File: src/sv/c8_pkg.sv
`default_nettype none
package c8_pkg;

    localparam int ADDR_W = 12;
    localparam logic [11:0] PROGRAM_BASE = 12'h200;
    localparam logic [11:0] GLYPH_BASE = 12'h050;
    localparam int GLYPH_BYTES = 80;

    localparam logic [1:0] CMD_WRITE = 2'd0;
    localparam logic [1:0] CMD_EXEC = 2'd1;
    localparam logic [1:0] CMD_READ = 2'd2;

    // memory port request from controller
    typedef struct packed {
        logic        rd_en;
        logic        wr_en;
        logic [11:0] addr;
        logic [7:0]  wdata;
    } mem_req_t;

    // controller to datapath command
    typedef enum logic [3:0] {
        DP_NONE      = 4'd0,
        DP_LATCH_IN  = 4'd1,
        DP_OP_HI     = 4'd2,
        DP_OP_LO     = 4'd3,
        DP_EXEC      = 4'd4,
        DP_CLEAR_ROW = 4'd5,
        DP_SPR_ROW   = 4'd6,
        DP_LOAD_REG  = 4'd7,
        DP_TICK      = 4'd8,
        DP_READ_ROW  = 4'd9,
        DP_SPR_FLAG  = 4'd10,
        DP_WR_MEM    = 4'd11
    } dp_cmd_t;

    typedef struct packed {
        dp_cmd_t     cmd;
        logic [4:0]  idx;
        logic [7:0]  mem_data;
    } dp_ctl_t;

    typedef struct packed {
        logic [1:0]  command;
        logic [15:0] opcode;
        logic [11:0] index;
        logic [7:0]  vx_bcd;
        logic [7:0]  reg_k;
        logic [11:0] addr;
        logic [7:0]  wdata;
    } dp_stat_t;

    function automatic logic [7:0] glyph_byte(input logic [6:0] i);
        logic [7:0] g [0:GLYPH_BYTES-1];
        g = '{8'hF0,8'h90,8'h90,8'h90,8'hF0,8'h20,8'h60,8'h20,8'h20,8'h70,
              8'hF0,8'h10,8'hF0,8'h80,8'hF0,8'hF0,8'h10,8'hF0,8'h10,8'hF0,
              8'h90,8'h90,8'hF0,8'h10,8'h10,8'hF0,8'h80,8'hF0,8'h10,8'hF0,
              8'hF0,8'h80,8'hF0,8'h90,8'hF0,8'hF0,8'h10,8'h20,8'h40,8'h40,
              8'hF0,8'h90,8'hF0,8'h90,8'hF0,8'hF0,8'h90,8'hF0,8'h10,8'hF0,
              8'hF0,8'h90,8'hF0,8'h90,8'h90,8'hE0,8'h90,8'hE0,8'h90,8'hE0,
              8'hF0,8'h80,8'h80,8'h80,8'hF0,8'hE0,8'h90,8'h90,8'h90,8'hE0,
              8'hF0,8'h80,8'hF0,8'h80,8'hF0,8'hF0,8'h80,8'hF0,8'h80,8'h80};
        if (i < 7'(GLYPH_BYTES)) begin
            return g[i];
        end
        return 8'h00;
    endfunction

endpackage
`default_nettype wire

File: src/sv/c8_ctrl.sv
`default_nettype none
module c8_ctrl (
    input  wire logic             aclk,
    input  wire logic             aresetn,
    input  wire logic             s_fire,
    output logic                  s_ready,
    output logic                  m_valid,
    input  wire logic             m_ready,
    input  wire c8_pkg::dp_stat_t stat,
    input  wire logic [7:0]       mem_rdata,
    output c8_pkg::mem_req_t      mem_req,
    output c8_pkg::dp_ctl_t       ctl
);
    import c8_pkg::*;

    typedef enum logic [10:0] {
        ST_FONT  = 11'b00000000001,
        ST_IDLE  = 11'b00000000010,
        ST_DISP  = 11'b00000000100,
        ST_FHI   = 11'b00000001000,
        ST_FLO   = 11'b00000010000,
        ST_FWAIT = 11'b00000100000,
        ST_EXEC  = 11'b00001000000,
        ST_LOOP  = 11'b00010000000,
        ST_LOOPW = 11'b00100000000,
        ST_TICK  = 11'b01000000000,
        ST_OUT   = 11'b10000000000
    } state_t;

    typedef enum logic [2:0] {
        LP_NONE, LP_CLEAR, LP_SPRITE, LP_BCD, LP_SAVE, LP_LOAD
    } loop_t;

    state_t state_reg, state_next;
    loop_t  loop_reg, loop_next;
    logic [11:0] cnt_reg, cnt_next;
    logic [4:0]  lim_reg, lim_next;
    logic [7:0]  bcd;
    logic [7:0]  q10;
    logic [11:0] font_off;
    logic [3:0]  lo_n;

    // vx / 10 by reciprocal multiply, exact for every byte value
    assign q10 = 8'((16'(stat.vx_bcd) * 16'd205) >> 11);

    // per-digit bcd of vx, one digit per step
    always_comb begin
        case (cnt_reg[1:0])
            2'd0: bcd = (stat.vx_bcd >= 8'd200) ? 8'd2 : (stat.vx_bcd >= 8'd100) ? 8'd1 : 8'd0;
            2'd1: bcd = q10 - ((q10 >= 8'd20) ? 8'd20 : (q10 >= 8'd10) ? 8'd10 : 8'd0);
            default: bcd = stat.vx_bcd - 8'(q10 * 8'd10);
        endcase
    end
    assign lo_n = stat.opcode[3:0];
    assign font_off = cnt_reg - GLYPH_BASE;

    always_ff @(posedge aclk) begin
        if (!aresetn) begin
            state_reg <= ST_FONT;
            loop_reg <= LP_NONE;
            cnt_reg <= '0;
            lim_reg <= '0;
        end else begin
            state_reg <= state_next;
            loop_reg <= loop_next;
            cnt_reg <= cnt_next;
            lim_reg <= lim_next;
        end
    end

    always_comb begin
        state_next = state_reg;
        loop_next = loop_reg;
        cnt_next = cnt_reg;
        lim_next = lim_reg;
        mem_req = '0;
        ctl = '0;
        ctl.cmd = DP_NONE;
        ctl.mem_data = mem_rdata;
        s_ready = 1'b0;
        m_valid = 1'b0;
        case (state_reg)
            ST_FONT: begin
                // clear the whole memory and write the font bytes after reset
                mem_req.wr_en = 1'b1;
                mem_req.addr = cnt_reg;
                mem_req.wdata = (font_off < 12'(GLYPH_BYTES)) ? glyph_byte(font_off[6:0])
                                                              : 8'h00;
                cnt_next = cnt_reg + 12'd1;
                if (cnt_reg == 12'hFFF) begin
                    state_next = ST_IDLE;
                    cnt_next = '0;
                end
            end
            ST_IDLE: begin
                s_ready = 1'b1;
                if (s_fire) begin
                    ctl.cmd = DP_LATCH_IN;
                    state_next = ST_DISP;
                end
            end
            ST_DISP: begin
                case (stat.command)
                    CMD_WRITE: begin
                        mem_req.wr_en = 1'b1;
                        mem_req.addr = stat.addr;
                        mem_req.wdata = stat.wdata;
                        state_next = ST_OUT;
                    end
                    CMD_EXEC: begin
                        mem_req.addr = stat.addr;
                        state_next = ST_FHI;
                    end
                    CMD_READ: begin
                        ctl.cmd = DP_READ_ROW;
                        state_next = ST_OUT;
                    end
                    default: state_next = ST_OUT;
                endcase
            end
            ST_FHI: begin
                ctl.cmd = DP_OP_HI;
                mem_req.addr = stat.addr + 12'd1;
                state_next = ST_FLO;
            end
            ST_FLO: begin
                ctl.cmd = DP_OP_LO;
                state_next = ST_EXEC;
            end
            ST_EXEC: begin
                cnt_next = '0;
                state_next = ST_TICK;
                loop_next = LP_NONE;
                if (stat.opcode == 16'h00E0) begin
                    loop_next = LP_CLEAR; lim_next = 5'd31; state_next = ST_LOOP;
                end else if (stat.opcode[15:12] == 4'hD) begin
                    if (lo_n == 4'd0) begin
                        ctl.cmd = DP_SPR_FLAG;
                    end else begin
                        loop_next = LP_SPRITE; lim_next = 5'(lo_n - 4'd1); state_next = ST_LOOP;
                    end
                end else if (stat.opcode[15:12] == 4'hF && stat.opcode[7:0] == 8'h33) begin
                    loop_next = LP_BCD; lim_next = 5'd2; state_next = ST_LOOP;
                end else if (stat.opcode[15:12] == 4'hF && stat.opcode[7:0] == 8'h55) begin
                    loop_next = LP_SAVE; lim_next = {1'b0, stat.opcode[11:8]}; state_next = ST_LOOP;
                end else if (stat.opcode[15:12] == 4'hF && stat.opcode[7:0] == 8'h65) begin
                    loop_next = LP_LOAD; lim_next = {1'b0, stat.opcode[11:8]}; state_next = ST_LOOP;
                end else begin
                    ctl.cmd = DP_EXEC;
                end
            end
            ST_LOOP: begin
                ctl.idx = cnt_reg[4:0];
                case (loop_reg)
                    LP_CLEAR: ctl.cmd = DP_CLEAR_ROW;
                    LP_BCD: begin
                        mem_req.wr_en = 1'b1;
                        mem_req.addr = stat.index + cnt_reg;
                        mem_req.wdata = bcd;
                    end
                    LP_SAVE: begin
                        mem_req.wr_en = 1'b1;
                        mem_req.addr = stat.index + cnt_reg;
                        mem_req.wdata = stat.reg_k;
                    end
                    default: mem_req.addr = stat.index + cnt_reg;
                endcase
                if (loop_reg == LP_SPRITE || loop_reg == LP_LOAD) begin
                    state_next = ST_LOOPW;
                end else if (cnt_reg[4:0] == lim_reg) begin
                    state_next = ST_TICK;
                end else begin
                    cnt_next = cnt_reg + 12'd1;
                end
            end
            ST_LOOPW: begin
                // memory byte is now valid
                ctl.idx = cnt_reg[4:0];
                ctl.cmd = (loop_reg == LP_SPRITE) ? DP_SPR_ROW : DP_LOAD_REG;
                if (cnt_reg[4:0] == lim_reg) begin
                    state_next = (loop_reg == LP_SPRITE) ? ST_FWAIT : ST_TICK;
                end else begin
                    cnt_next = cnt_reg + 12'd1;
                    state_next = ST_LOOP;
                end
            end
            ST_FWAIT: begin
                ctl.cmd = DP_SPR_FLAG;
                state_next = ST_TICK;
            end
            ST_TICK: begin
                ctl.cmd = DP_TICK;
                state_next = ST_OUT;
            end
            ST_OUT: begin
                m_valid = 1'b1;
                if (m_ready) begin
                    state_next = ST_IDLE;
                end
            end
            default: state_next = ST_IDLE;
        endcase
    end
endmodule
`default_nettype wire

File: config.mk
export PLATFORM = sky130hd
export DESIGN_NAME = c8_ctrl
export DESIGN_NICKNAME = d
export VERILOG_FILES = /design/src/sv/c8_pkg.sv /design/src/sv/c8_ctrl.sv
export SDC_FILE = /design/constraint.sdc
export NUM_CORES = 1
export LEC_CHECK = 0
export ABC_AREA = 1
export BUFFER_PORTS_ARGS = -buffer_cell sky130_fd_sc_hd__buf_2
export CAP_MARGIN = 10
export CORE_MARGIN = 2
export CORE_UTILIZATION = 32
export DETAILED_ROUTE_END_ITERATION = 8
export PLACE_DENSITY = 0.63
export SYNTH_ARGS = -nofsm -noshare
export SYNTH_HDL_FRONTEND = slang
export SYNTH_SLANG_ARGS = --single-unit
export TNS_END_PERCENT = 1
File: constraint.sdc
create_clock -name aclk -period 14.87 [get_ports aclk]
set_input_delay 2.974 -clock aclk [delete_from_list [all_inputs] [get_ports aclk]]
set_output_delay 2.974 -clock aclk [all_outputs]
set_load 0.02 [all_outputs]
* Word level (Yosys, flattened, before mapping)
Memories as Yosys holds them, arrays and structs flattened.
Index checks and enable logic that the tools add are counted.
** Word-level totals
- Memories :: 1
- Output and inout port bits :: 41
- Register bits :: 31
- Word-level logic and storage cells :: 136
- ROM bits :: 1024
- Bits of input ports :: 78
** Cells by class
- Eq/ne operators :: 33
- $lt $le $gt $ge :: 7
- Reduce and logical (&&, ||, !) cells :: 15
- Multiply operators :: 2
- Bitwise operators :: 1
- Muxes and demuxes :: 66
- Add/subtract/negate cells :: 7
** Memory list
- (name not given) :: depth 128, width 8, read ports 1, clocked after Yosys merged registers in 0, wr ports 0, line c8_pkg.sv:64 : return g[i];
** Operators by type and width (number)
- case mux 11 bit (11 select lines) :: 1
- case mux 12 bit (4 select lines) :: 2
- two-way mux 11 bit :: 8
- two-way mux 10 bit :: 6
- two-way mux 12 bit :: 5
- two-way mux 8 bit :: 6
- two-way mux 5 bit :: 8
- case mux 4 bit (9 select lines) :: 1
- case mux 8 bit (2 select lines) :: 2
- two-way mux 3 bit :: 9
- adder 12 x 1 -> 12 bit (second input constant) :: 2
- case mux 8 bit (3 select lines) :: 1
- two-way mux 4 bit :: 5
- == test 16 x 8 -> 1 bit (second input constant) :: 1
- == test 8 x 7 -> 1 bit (second input constant) :: 2
- >= comparator 8 bit (second input constant) :: 2
- multiplier 8 x 8 -> 16 bit (second input constant) :: 1
- adder 12 bit :: 1
- == test 12 bit (second input constant) :: 1
- less-than comparator 12 x 7 -> 1 bit (second input constant) :: 1
- subtractor 12 x 7 -> 12 bit (second input constant) :: 1
- == test 11 x 1 -> 1 bit (second input constant) :: 1
- == test 11 x 10 -> 1 bit (second input constant) :: 1
- == test 11 bit (second input constant) :: 1
- other kinds (40) :: 62

* Depth between registers and ports, before layout
Gate-level depths: netlist (run 1).
- Word-level depth :: 9
- Depth in mapped cells :: 33
- Gate-level depth less buffers :: 33

* Least setup slack after synthesis (run 1)
OpenSTA, ideal clock, no wires.
- Kind :: input port to output port
- Start :: in stat[29] in the netlist's numbering
- End :: out mem_req[7] in the netlist's numbering
- Required time :: 11.896 ns
- Arrival time :: 8.000 ns
- Buffers on the path :: 0
- Slack :: 3.896 ns
- Cell stages on the path :: 30
- Cells stage by stage :: ha_1 -> xor2_1 -> ha_1 -> fa_1 -> inv_1 -> fa_1 -> inv_1 -> ha_1 -> nand2_1 -> nor2_1 -> and2_1 -> nand2_1 -> nand4_1 -> nand2_4 -> inv_2 -> nor2_1 -> nor2_1 -> ha_1 -> fa_1 -> xor2_1 -> ha_1 -> nand2_1 -> o21ai_0 -> a21oi_2 -> nand3b_1 -> nand3_1 -> nand2_1 -> nand2_1 -> nand2_1 -> nand2_1
** RTL lines
- start: declaration :: line c8_ctrl.sv:9 : input wire c8_pkg::dp_stat_t stat,
- end: declaration :: line c8_ctrl.sv:11 : output c8_pkg::mem_req_t mem_req,

==> results.txt, run 1 <==
Status: finished, final reports clean
Slew @ Worst Pin: 1.165 ns
Number of global-route vias before repair: 5903
RSZ-0062 raised after global routing: false
Clk buf depth: 2
Warnings from Yosys: 0
Max VDD drop: 0.06050 mV
# setup viols final: 0
Clock Tree Root: clkbuf_16
Num CTS Buffers: 5
Routed via count divided by cell count: 5.084
Maxcap violations: 0
Final Max Tran Viols: 0
Int Pwr: 354.2 uW
Cells resized by post-CTS repair: 0
Clock Latency Late Sink: 0.27 ns
Syn Std Cell Area: 6052 um^2
Clock transition at path regs: 0.05 ns
Net Count, Synth: 1121
WL/cell: 13.58 um
Num ports: 119
FFs w/ async S/R, synth: 0%
Gate power share: 74.3%
Part of the power in the clock network: 13.4%
Setup WS pre-CTS: 3.326 ns
Critical path arrival: 8.56 ns
DR vias: 6441
CP Capture Type: primary output
Worst path required time: 11.90 ns
Seq/Total Area, Yosys: 10.25%
Unique masters post-synth: 65
Startpoint types: input port
# diodes: 0
1st-iter DRT viols: 459
Width of the die: 141.5 um
Switching power: 388.5 uW
CTS tree: yes
Post-synthesis adder-cell area fraction: 21.83%
Clk sink count: 31
Crit-path max cell delay: 0.53 ns
Ratio of cells with drive above 1 in the final layout: 17.81%
Initial Utilization: 32.46%
CP Class: input port to primary output
Ys flop type: dfxtp_1
Pleak: 3.681 nW
Die Y: 141.5 um
Synth Area per Inst: 6.411 um^2
Final worst-path cycle share: 77.56%
Compound-cell area share of the yosys netlist: 18.01%
Routed Antenna Nets: 0
Max transition margin: 21.74%
Post-synthesis mux area share: 0%
Post-layout min period: 11.53 ns
All-layer global routing usage: 16.87%
Final Skew: 0.004992 ns
Worst hold path class: flop to flop
Setup slack after layout: 3.337 ns
Seq cells post-synth: 31
CP max-delay cell: fa_1
Die ar.: 20030 um^2
Hold Fails Final Rpt: 0
Switch share: 52.31%
H-tree Lvls: 2
First-pass GRT wire length: 28.18 mm
# DRC: 0
Largest family of logic cells by synthesized area: simple AND/OR/NAND/NOR gates
I/O Buffers: 101
Cell Pwr Density: 107.9 nW/um^2
Max FO, Critical Path: 8
Synth Instances: 944
Core area: 18640 um^2
Hold-fix buffers, CTS: 0
Sequential share of power: 12.3%
Setup Total Neg Slack: 0 ns
Most numerous cell on the critical path: nand2_1
Initial antenna violation count: 0
Utilization after layout: 36.93%
Final WL: 17.21 mm
Post-synthesis simple-gate area fraction: 35.17%
Final GP Congestion: 0.8642
First-pass detailed-route iteration total: 6
Area growth from synthesis to layout: 13.75%
Number of flip-flops in the largest register: 12
XOR/XNOR share of the synthesized area: 3.184%
Post-CTS Setup Repair Bufs: 0
FP Rows: 50
DPL Wire Length: 14.48 mm
Largest net degree at the start of global routing: 19
Total gr overflow: 0
EDFF count, synth: 0
Maximum clock rate: 0.08671 GHz
Final nets: 1210
[worst max-delay path, delay by kind of cell]
family	cells	cell delay, ns
adders and majority gates	8	2.92
xor gates and xnor gates	2	0.33
and+or+nand+nor	15	1.56
AOI/OAI and AO/OA	2	0.26
buffers and inverters	5	0.47
[stage by stage]
stage	total power [mW]	cells	hold WS (ns)	instance area (um^2)
detailed placement	0.6432	1260	0.4718	6740
finish	0.7427	1267	0.4788	6884
global placement	0.6373	1260	0.4726	6740
floorplan	0.5196	944	0.4580	6052
CTS	0.7447	1267	0.4799	6884
global route	0.8289	1267	0.5016	6884
[power groups by stage]
stage          combinational (mW)  clock, mW  sequential [mW]
6_report                    0.552     0.0994           0.0917
3_5_place_dp                0.550          0           0.0933
3_3_place_gp                0.544          0           0.0934
2_1_floorplan               0.428          0           0.0912
5_1_grt                     0.632      0.104           0.0925
4_1_cts                     0.553      0.100           0.0917
[Yosys cell counts (9+ instances only)]
| cell | instances | area, um^2 |
|---|---|---|
| nand2_1 | 205 | 769.5 |
| inv_1 | 141 | 529.3 |
| nor2_1 | 90 | 337.8 |
| ha_1 | 88 | 1101 |
| a21oi_1 | 46 | 230.2 |
| nand3_1 | 44 | 220.2 |
| o21ai_0 | 38 | 190.2 |
| dfxtp_1 | 31 | 620.6 |
| nor3_1 | 22 | 110.1 |
| xor2_1 | 17 | 148.9 |
| nand4_1 | 15 | 93.84 |
| inv_2 | 14 | 52.55 |
| nand2_2 | 14 | 87.58 |
| fa_1 | 11 | 220.2 |
| buf_4 | 9 | 67.56 |
| o211ai_1 | 9 | 67.56 |
[area by class of cell]
type / count / area, um^2
repair buffers: 101 / 505.5
well taps: 234 / 292.8
inverters: 156 / 585.6
fillers: 2028 / 11760
flip-flops and latches: 31 / 620.6
multi-input cells: 738 / 4736
clock buffers: 6 / 138.9
clock inverters: 1 / 5.005
[cell usage in the layout, fill, tap and decap left out, drive strengths merged, types with 3 or more instances in the layout]
cell type / synthesis / routed
a211oi: 7 / 7
a21o: 5 / 5
a21oi: 50 / 50
a221oi: 5 / 5
a22oi: 4 / 4
a31oi: 8 / 8
buf: 13 / 101
clkbuf: 6 / 6
dfxtp: 31 / 31
fa: 11 / 11
ha: 88 / 88
inv: 155 / 155
nand2: 227 / 227
nand3: 51 / 51
nand3b: 5 / 5
nand4: 18 / 18
nor2: 105 / 105
nor3: 24 / 24
nor4: 7 / 7
o2111ai: 5 / 5
o211ai: 10 / 10
o21a: 5 / 5
o21ai: 49 / 49
o22ai: 5 / 5
o31ai: 3 / 3
or2: 3 / 3
xnor2: 5 / 5
xor2: 17 / 17
[kinds of logic after synthesis]
kind of cell | count (synthesis)
xor+xnor | 22
flops | 31
compound gates | 171
buf+inv | 175
other cells | 1
fa+ha+maj | 99
simple gates | 445
[worst paths after layout]
kind / cells past startpoint / start / slack [ns] / to
max reg2reg: 9 / cnt_reg[1]$_SDFFE_PN0P_ / 12.40 / cnt_reg[9]$_SDFFE_PN0P_
min reg2reg: 2 / lim_reg[4]$_SDFFE_PN0P_ / 0.48 / lim_reg[4]$_SDFFE_PN0P_
min: 2 / lim_reg[4]$_SDFFE_PN0P_ / 0.48 / lim_reg[4]$_SDFFE_PN0P_
max: 32 / stat[30] / 3.34 / mem_req[7]
[routing by layer]
layer,track usage (%),vias up,wire length (um)
met1,23.04,2950,8263
met4,2.053,0,147
met2,29.76,159,8122
met3,1.519,15,675
li1,-,3317,-
met5,0,-,0
(Power assumes the default switching activity.)
==> inputs of run 2 (changes only) <==
--- a/config.mk
+++ b/config.mk
@@ -5,13 +5,13 @@
 export SDC_FILE = /design/constraint.sdc
 export NUM_CORES = 1
 export LEC_CHECK = 0
-export ABC_AREA = 1
+export ABC_AREA = 0
 export BUFFER_PORTS_ARGS = -buffer_cell sky130_fd_sc_hd__buf_2
 export CAP_MARGIN = 10
 export CORE_MARGIN = 2
 export CORE_UTILIZATION = 32
 export DETAILED_ROUTE_END_ITERATION = 8
-export PLACE_DENSITY = 0.63
+export PLACE_DENSITY = 0.65
 export SYNTH_ARGS = -nofsm -noshare
 export SYNTH_HDL_FRONTEND = slang
 export SYNTH_SLANG_ARGS = --single-unit
==> constraint.sdc (replaced) <==
create_clock -name aclk -period 10.6 [get_ports aclk]
set_input_delay 2.12 -clock aclk [delete_from_list [all_inputs] [get_ports aclk]]
set_output_delay 2.12 -clock aclk [all_outputs]
set_load 0.02 [all_outputs]
==> results.txt, run 2 <==
Final GP Congestion: 0.9235 (+6.9%)
DPL Wire Length: 12.93 mm (-11%)
CTS tree: yes
Critical path arrival: 8.06 ns (-0.50 ns)
Clock Tree Root: clkbuf_16
Cell taking the most area after synthesis: ha_1
Synth Instances: 753 (-20%)
Slew @ Worst Pin: 0.8958 ns (-0.2691 ns)
Die Y: 135.8 um (-4.1%)
Max VDD drop: 0.1284 mV (+110%)
Final WL: 16.01 mm (-7.0%)
Seq/Total Area, Yosys: 11.17% (+0.92 points)
Die ar.: 18430 um^2 (-8.0%)
Cell Pwr Density: 195.5 nW/um^2 (+81%)
FILL cells: 1809 (-11%)
Fin cells: 1066 (-16%)
Pleak: 2.985 nW (-19%)
Clk buf depth: 2 (unchanged)
First-pass detailed-route iteration total: 5 (-1)
Commonest non-fill, non-tap cell in the layout: buf_2
CP max-delay cell: fa_1
Number of flip-flops in the largest register: 12 (unchanged)
Max transition margin: 39.96% (+18 points)
DR vias: 5592 (-13%)
Area growth from synthesis to layout: 16.67%
1st-iter DRT viols: 352 (-23%)
Final Skew: 0.006338 ns (+0.001346 ns)
All-layer global routing usage: 17.27% (+0.40 points)
Hold Fails Final Rpt: 0 (unchanged)
Post-synth top area share: 19.82% (+1.6 points)
RSZ-0062 raised after global routing: false
Final worst-path cycle share: 96.04%
Ys flop type: dfxtp_1
Metal2 WL: 7.435 mm (-8.5%)
Maximum clock rate: 0.09823 GHz
Final Max Tran Viols: 0 (unchanged)
Clock Latency Late Sink: 0.28 ns (about the same)
Warnings from Yosys: 0 (unchanged)
I/O Buffers: 101 (unchanged)
Total gr overflow: 0 (unchanged)
Initial antenna violation count: 0 (unchanged)
Post-layout min period: 10.18 ns
Seq cells post-synth: 31 (unchanged)
Startpoint types: input port
Most numerous cell on the critical path: ha_1
WL/cell: 15.02 um (+11%)
Commonest cells post-synth: ha_1, nor2_1, nand2_1, inv_1, a21oi_1
Fin Hold WS: 0.4783 ns (-0.0004420 ns)
FP Rows: 48 (-4.0%)
Syn Std Cell Area: 5555 um^2 (-8.2%)
Largest net degree at the start of global routing: 32 (+13)
Routed Antenna Nets: 0 (unchanged)
Top Metal Used: met4
CP Capture Type: primary output
Worst hold path class: flop to flop
Final nets: 1017 (-16%)
Num ports: 119 (unchanged)
FFs w/ async S/R, synth: 0% (unchanged)
Net Count, Synth: 930 (-17%)
Status: finished, final reports clean
# setup viols final: 0 (unchanged)
Width of the die: 135.8 um (-4.1%)
Met3 wire length: 878 um (+30%)
Routed via count divided by cell count: 5.246 (+3.2%)
Commonest cells after routing, fill and taps aside: buf_2, ha_1, nor2_1
H-tree Lvls: 2 (unchanged)
Core area: 17120 um^2 (-8.2%)
Largest cells by area after synthesis: ha_1, dfxtp_1, xnor2_1, nor2_1, a21oi_1
EDFF count, synth: 0 (unchanged)
Max FO, Critical Path: 5 (-3)
Clock transition at path regs: 0.06 ns (about the same)
Worst path required time: 8.48 ns (-3.42 ns)
# diodes: 0 (unchanged)
Routed met1 length: 7.443 mm (-9.9%)
Num CTS Buffers: 5 (unchanged)
Initial Utilization: 32.46% (about the same)
Synth Area per Inst: 7.378 um^2 (+15%)
# DRC: 0 (unchanged)
DP Cell Count: 1056 (-16%)
Number of global-route vias before repair: 5284 (-10%)
CP Class: input port to primary output
Crit-path max cell delay: 0.53 ns (about the same)
Most common cell in the synthesized netlist: ha_1
Setup Total Neg Slack: 0 ns (unchanged)
Ratio of cells with drive above 1 in the final layout: 17.36% (-0.45 points)
Maxcap violations: 0 (unchanged)
First-pass GRT wire length: 25.95 mm (-7.9%)
Clk sink count: 31 (unchanged)
Unique masters post-synth: 68 (+4.6%)
run 2: cell count changes in the layout (fill, tap and decap cells not counted), moves of 15 or more:
cell / delta
buf_4: +15
inv_1: -88
nand2_1: -144
nand2b_1: +15
nand3_1: -19
nor2_1: -15
xnor2_1: +31
run 2: worst max-delay path, delay by kind of cell:
family	cells	cell delay, ns
adder cells (fa/ha/maj)	8	2.93
XOR/XNOR	6	1.08
AO/OA/AOI/OAI	4	0.89
buffers and inverters	6	0.70
AND/OR/NAND/NOR	4	0.33
run 2: metrics by stage:
step                      power [mW]  worst slack [ns]  instance area, um^2  utilization [%]
after CTS                      1.235           0.04994                 6444            37.65
after global placement         1.051            0.1570                 6275            36.66
after detailed placement       1.062           0.09150                 6275            36.66
final                          1.267            0.4198                 6481            37.87
after floorplan               0.8398            0.3083                 5555                -
after global routing           1.389           0.08458                 6481            37.87
run 2: routing by layer:
layer  GRT usage, %  vias up
li1               -     2863
met3          1.609       20
met4          3.935        0
met2          29.46      170
met1          23.53     2539
met5              0        -
run 2: final timing paths:
path	start	endpoint	slack, ns	cells past startpoint
min reg2reg	lim_reg[4]$_SDFFE_PN0P_	lim_reg[4]$_SDFFE_PN0P_	0.48	2
min	lim_reg[4]$_SDFFE_PN0P_	lim_reg[4]$_SDFFE_PN0P_	0.48	2
max reg2reg	state_reg[6]$_SDFFE_PN0P_	cnt_reg[3]$_SDFFE_PN0P_	7.53	7
max	stat[29]	mem_req[7]	0.42	28
run 2: layout make-up:
cell class,count,area [um^2],area share [%]
Clock inverter,3,43.79,0.6757
Tap cell,225,281.5,4.344
Multi-Input combinational cell,633,4593,70.87
Sequential cell,31,620.6,9.575
Timing Repair Buffer,116,618.1,9.537
Clock buffer,5,125.1,1.931
Inverter,53,198.9,3.069
run 2: cell families (layout without fill, tap and decap cells):
family          count (synthesis)  count (layout)  share of synthesized area, %
compound gates                182             182                         21.49
xor+xnor                       55              55                         8.919
fa+ha+maj                      99              99                         23.78
buf+inv                        89             177                         6.644
flops                          31              31                         11.17
mux                             9               9                         1.622
other cells                     1               1                       0.06750
simple gates                  287             287                         26.31
run 2: where the power goes:
group	internal [mW]	switching (mW)	total, mW
registers	0.126	0.0200	0.146
clock network	0.111	0.0555	0.166
logic	0.414	0.540	0.955
total	0.651	0.616	1.27
run 2: what timing repair did:
item,CTS,global route
setup buffers,0,2
resized for setup,0,5
endpoints found under the setup margin,0,2
hold buffers,0,0
